==> src/sv/spq_pkg.sv <==
`timescale 1ns / 1ps

package spq_pkg;

  localparam int unsigned DefQueueDepth = 16;
  localparam int unsigned PriW = 8;
  localparam int unsigned TagW = 16;
  localparam int unsigned FillW = 5;
  localparam int unsigned InDataW = 24;
  localparam int unsigned OutDataW = 32;

  localparam logic ReqPush = 1'b0;
  localparam logic ReqPop = 1'b1;

  typedef struct packed {
    logic [PriW-1:0] pri;
    logic [TagW-1:0] tag;
  } entry_t;

  typedef struct packed {
    logic push;
    logic pop;
    logic occ;
  } cell_ctrl_t;

endpackage

==> src/sv/spq_cell.sv <==
`timescale 1ns / 1ps

module spq_cell (
  input  logic               clk,
  input  spq_pkg::cell_ctrl_t ctrl,
  input  spq_pkg::entry_t    new_entry,
  input  spq_pkg::entry_t    prev_entry,
  input  logic               prev_keep,
  input  spq_pkg::entry_t    next_entry,
  output spq_pkg::entry_t    entry,
  output logic               keep
);
  import spq_pkg::*;

  entry_t entry_next;

  // entry stays in place on a push when it ranks at or above the new one
  assign keep = ctrl.occ && (entry.pri >= new_entry.pri);

  always_comb begin
    entry_next = entry;
    if (ctrl.push) begin
      if (!keep) begin
        entry_next = prev_keep ? new_entry : prev_entry;
      end
    end else if (ctrl.pop) begin
      entry_next = next_entry;
    end
  end

  always_ff @(posedge clk) begin
    entry <= entry_next;
  end

endmodule

==> src/sv/stable_priority_queue_unit.sv <==
`timescale 1ns / 1ps
// the result is registered and shown on m_axis in the cycle after the input transaction
// throughput: one transaction per cycle while results are read out, the whole cell row updates together
// input is taken only while the result register is empty or being read out
// reset: synchronous rst empties the queue and drops any pending result
// slot contents are not cleared, occupancy follows the fill count

module stable_priority_queue_unit #(
  parameter int unsigned QUEUE_DEPTH = spq_pkg::DefQueueDepth
) (
  input  logic                          clk,
  input  logic                          rst,
  input  logic                          s_axis_tvalid,
  output logic                          s_axis_tready,
  // entry_priority, entry_tag
  input  logic [spq_pkg::InDataW-1:0]   s_axis_tdata,
  // req_type
  input  logic                          s_axis_tuser,
  output logic                          m_axis_tvalid,
  input  logic                          m_axis_tready,
  // push_accepted, pop_valid, pop_priority, pop_tag, fill_level, zero pad
  output logic [spq_pkg::OutDataW-1:0]  m_axis_tdata
);
  import spq_pkg::*;

  localparam int unsigned CntW = $clog2(QUEUE_DEPTH + 1);

  logic [CntW-1:0] count;
  logic [CntW-1:0] count_next;
  logic            out_valid;
  logic            push_accepted;
  logic            pop_valid;
  entry_t          pop_entry;
  logic [FillW-1:0] fill_level;

  logic            take;
  logic            do_push;
  logic            do_pop;
  entry_t          new_entry;
  entry_t          cells [QUEUE_DEPTH];
  logic            keeps [QUEUE_DEPTH];

  assign s_axis_tready = !out_valid || m_axis_tready;
  assign take = s_axis_tvalid && s_axis_tready;
  assign new_entry.pri = s_axis_tdata[PriW-1:0];
  assign new_entry.tag = s_axis_tdata[PriW+TagW-1:PriW];
  assign do_push = take && (s_axis_tuser == ReqPush) && (count != CntW'(QUEUE_DEPTH));
  assign do_pop = take && (s_axis_tuser == ReqPop) && (count != '0);

  always_comb begin
    count_next = count;
    if (do_push) begin
      count_next = count + 1'b1;
    end else if (do_pop) begin
      count_next = count - 1'b1;
    end
  end

  genvar i;
  generate
    for (i = 0; i < QUEUE_DEPTH; i++) begin : g_cell
      cell_ctrl_t ctrl;
      entry_t     prev_e;
      entry_t     next_e;
      logic       prev_k;

      assign ctrl.push = do_push;
      assign ctrl.pop = do_pop;
      assign ctrl.occ = count > CntW'(i);

      if (i == 0) begin : g_head
        assign prev_e = new_entry;
        assign prev_k = 1'b1;
      end else begin : g_body
        assign prev_e = cells[i-1];
        assign prev_k = keeps[i-1];
      end

      if (i == QUEUE_DEPTH - 1) begin : g_tail
        assign next_e = '0;
      end else begin : g_inner
        assign next_e = cells[i+1];
      end

      spq_cell u_cell (
        .clk        (clk),
        .ctrl       (ctrl),
        .new_entry  (new_entry),
        .prev_entry (prev_e),
        .prev_keep  (prev_k),
        .next_entry (next_e),
        .entry      (cells[i]),
        .keep       (keeps[i])
      );
    end
  endgenerate

  always_ff @(posedge clk) begin
    if (rst) begin
      count <= '0;
      out_valid <= 1'b0;
    end else begin
      count <= count_next;
      if (take) begin
        out_valid <= 1'b1;
      end else if (m_axis_tready) begin
        out_valid <= 1'b0;
      end
    end
  end

  always_ff @(posedge clk) begin
    if (take) begin
      push_accepted <= do_push;
      pop_valid <= do_pop;
      pop_entry <= do_pop ? cells[0] : '0;
      fill_level <= FillW'(count_next);
    end
  end

  assign m_axis_tvalid = out_valid;
  assign m_axis_tdata = {
    {(OutDataW - FillW - TagW - PriW - 2){1'b0}},
    fill_level, pop_entry.tag, pop_entry.pri, pop_valid, push_accepted
  };

endmodule

==> config.mk <==
export PLATFORM = sky130hd
export DESIGN_NAME = stable_priority_queue_unit
export DESIGN_NICKNAME = d
export VERILOG_FILES = /design/src/sv/spq_pkg.sv /design/src/sv/spq_cell.sv /design/src/sv/stable_priority_queue_unit.sv
export SDC_FILE = /design/constraint.sdc
export NUM_CORES = 1
export LEC_CHECK = 0
export BUFFER_PORTS_ARGS = -buffer_cell sky130_fd_sc_hd__buf_2
export CAP_MARGIN = 40
export CORE_ASPECT_RATIO = 1.5
export CORE_MARGIN = 8
export CORE_UTILIZATION = 45
export DETAILED_ROUTE_END_ITERATION = 6
export PLACE_DENSITY = 0.62
export SYNTH_ARGS = -nofsm -noshare
export SYNTH_HDL_FRONTEND = slang
export SYNTH_SLANG_ARGS = --single-unit
export TNS_END_PERCENT = 5
==> constraint.sdc <==
create_clock -name clk -period 6.16 [get_ports clk]
set_input_delay 0.616 -clock clk [delete_from_list [all_inputs] [get_ports clk]]
set_output_delay 0.616 -clock clk [all_outputs]
set_load 0.02 [all_outputs]
==> results.json <==
{
  "run_status": "complete, no violations",
  "rsz0062_at_grt": "false",
  "cts_buffers": 42,
  "synth_nets": 2369,
  "postCtsSetupBuffers": 0,
  "p_leak_nw": 10.1,
  "drive_above_1_share_pct": 12.7,
  "endpoint_kind": "flip-flop",
  "finalWorstSetupSlack_ns": 2.37,
  "crit_fanout": 159,
  "seq_area_frac_synth_pct": 52.3,
  "peakVddDrop_v": 0.000240,
  "globalplace.congestion": 0.939,
  "worst_pin_slew_ns": 0.953,
  "antenna_found_initial": 0,
  "finalSetupTns_ns": 0,
  "final_common_cell": "edfxtp_1",
  "syn-instance-count": 2206,
  "fp.coreArea_um2": 53200,
  "hold_viol": 0,
  "synth_edf_count": 415,
  "dp.cells": 2848,
  "cts_sinks": 421,
  "grt_max_degree": 207,
  "maxSlewHeadroom_pct": 36.5,
  "die_w_um": 205,
  "dr_total_vias": 19300,
  "crit_arrival_ns": 4.17,
  "cts-root-buf": "clkbuf_16",
  "viasPerCell": 6.60,
  "setup_violations": 0,
  "cp-start-kind": "flip-flop",
  "max_freq_mhz": 264,
  "post_drt_wl_per_cell_um": 26.8,
  "post_cts_resized": 0,
  "clk_pin_slew_ns": 0.06,
  "cts_tree": "done",
  "areaGrowthSynthToFinish_pct": 11.1,
  "critPathRequiredTime_ns": 6.54,
  "worstSkewPairLatency_ns": 0.57,
  "initial_core_util_pct": 45.2,
  "ys_types": 61,
  "hpwl_um": 55200,
  "drtIter0Drc": 1877,
  "grt_use_total_pct": 24.9,
  "first_global_vias": 19500,
  "synth-seq-cells": 421,
  "cts_hold_buf": 0,
  "async_flop_share_pct": 0,
  "dr.pass1.iters": 6,
  "grt_pass1_wl_um": 118000,
  "insertedDiodeCount": 0,
  "period_share_pct": 61.5,
  "drc": 0,
  "powerDensity_nw_per_um2": 363,
  "hold_class": "in2reg",
  "ys_warn_count": 0,
  "die_area_um2": 61300,
  "maxCapViolCount": 0,
  "rows": 104,
  "ant_nets": 0,
  "finalMaxSlewViolations": 0,
  "htree_levels": 2,
  "layout_min_cycle_time_ns": 3.79,
  "ios": 63,
  "drt-total-wl_um": 78500,
  "syn_avg_cell_area_um2": 10.9,
  "cts.path.max_buffers": 3,
  "skew_ns": 0.0254,
  "place_ws_ns": 1.90,
  "ys.flop_type": "edfxtp_1",
  "nets": 2367,
  "port_buffers": 61,
  "final_cell_mix": "415 x edfxtp_1, 399 x nand2_1, 217 x a21oi_1",
  "syn-cell-area_um2": 24100,
  "fin_cells": 2926,
  "die_y_um": 299,
  "critPathKind": "reg2reg",
  "gr-total-overflow": 0
}
-- cell usage after synthesis (36+ instances only) --
cell type  number  area [um^2]
o211ai_2       40          500
clkbuf_1       98          368
and2_1         36          225
a221o_1       193         1930
o211ai_1       58          435
a21oi_1       220         1100
edfxtp_1      415        12500
inv_1          68          255
nor2_1         72          270
buf_2          82          410
nand4_1       131          820
nand2_1       399         1500
ha_1          134         1680
-- metal layers --
metal	share of wire [%]	up-vias	track usage (%)
met1	36	9515	27.4
li1	-	8627	-
met4	7.2	0	16.1
met5	0	-	0
met3	5.1	288	2.65
met2	52	867	44.6
-- kinds of logic (layout without fill, tap and decap cells) --
kind of cell / Yosys count / count (layout) / share of synthesized area, %
XOR/XNOR: 4 / 4 / 0.146
buffers and inverters: 268 / 299 / 4.94
flip-flops: 421 / 421 / 52.3
adder cells (fa/ha/maj): 134 / 134 / 6.97
AO/OA/AOI/OAI: 653 / 653 / 21.1
other: 1 / 1 / 0.0156
multiplexers: 24 / 24 / 0.999
AND/OR/NAND/NOR: 701 / 701 / 13.6
-- stage by stage --
step / cell area (um^2) / utilization [%] / hold WS [ns] / power [mW]
2_1_floorplan: 24100 / - / 0.518 / 6.14
6_report: 26700 / 50.2 / 0.308 / 9.69
3_3_place_gp: 24800 / 46.6 / 0.539 / 6.95
3_5_place_dp: 25400 / 47.7 / 0.536 / 7.14
5_1_grt: 26700 / 50.2 / 0.321 / 10.1
4_1_cts: 26700 / 50.2 / 0.296 / 9.69
-- where the power goes --
group / total, mW / leakage (nW) / internal, mW / switching [mW]
Clock: 2.55 / 0.641 / 1.37 / 1.18
Sequential: 4.41 / 4.00 / 3.98 / 0.430
Combinational: 2.73 / 5.44 / 0.970 / 1.76
-- state kept, by name, summed over array words and instances, names as in the netlist --
register / count
g_cell.u_cell.entry: 384
count: 5
m_axis_tvalid: 1
pop_valid: 1
m_axis_tdata: 24
fill_level: 5
push_accepted: 1
-- final timing paths --
| path | start | to | slack, ns | depth (start not counted) |
|---|---|---|---|---|
| max | count[0]$_SDFF_PP0_ | g_cell[8].u_cell.entry[8]$_DFFE_PP_ | 2.37 | 8 |
| min | rst | count[0]$_SDFF_PP0_ | 0.31 | 2 |
| max reg2reg | count[0]$_SDFF_PP0_ | g_cell[8].u_cell.entry[8]$_DFFE_PP_ | 2.37 | 8 |
| min reg2reg | g_cell[0].u_cell.entry[4]$_DFFE_PP_ | m_axis_tdata[14]$_SDFFCE_PN0P_ | 0.55 | 1 |
-- cell type report --
type	count	area [um^2]
sequential	421	12600
multi-input combinational	1517	10400
fill	4722	26500
timing repair buffer	153	1300
clock buffer	48	1090
clock inverter	29	219
inverter	69	267
tap	689	862
-- critical path, stage by stage (launching register included) --
cell and delay (ns):
dfxtp_1 0.53, inv_1 0.18, ha_1 0.26, nand4bb_1 0.19
nand4b_4 0.37, inv_8 0.79, buf_4 0.40, nand2_1 0.44
o211ai_1 0.37
Note: power is estimated with default switching activity, not from simulation.
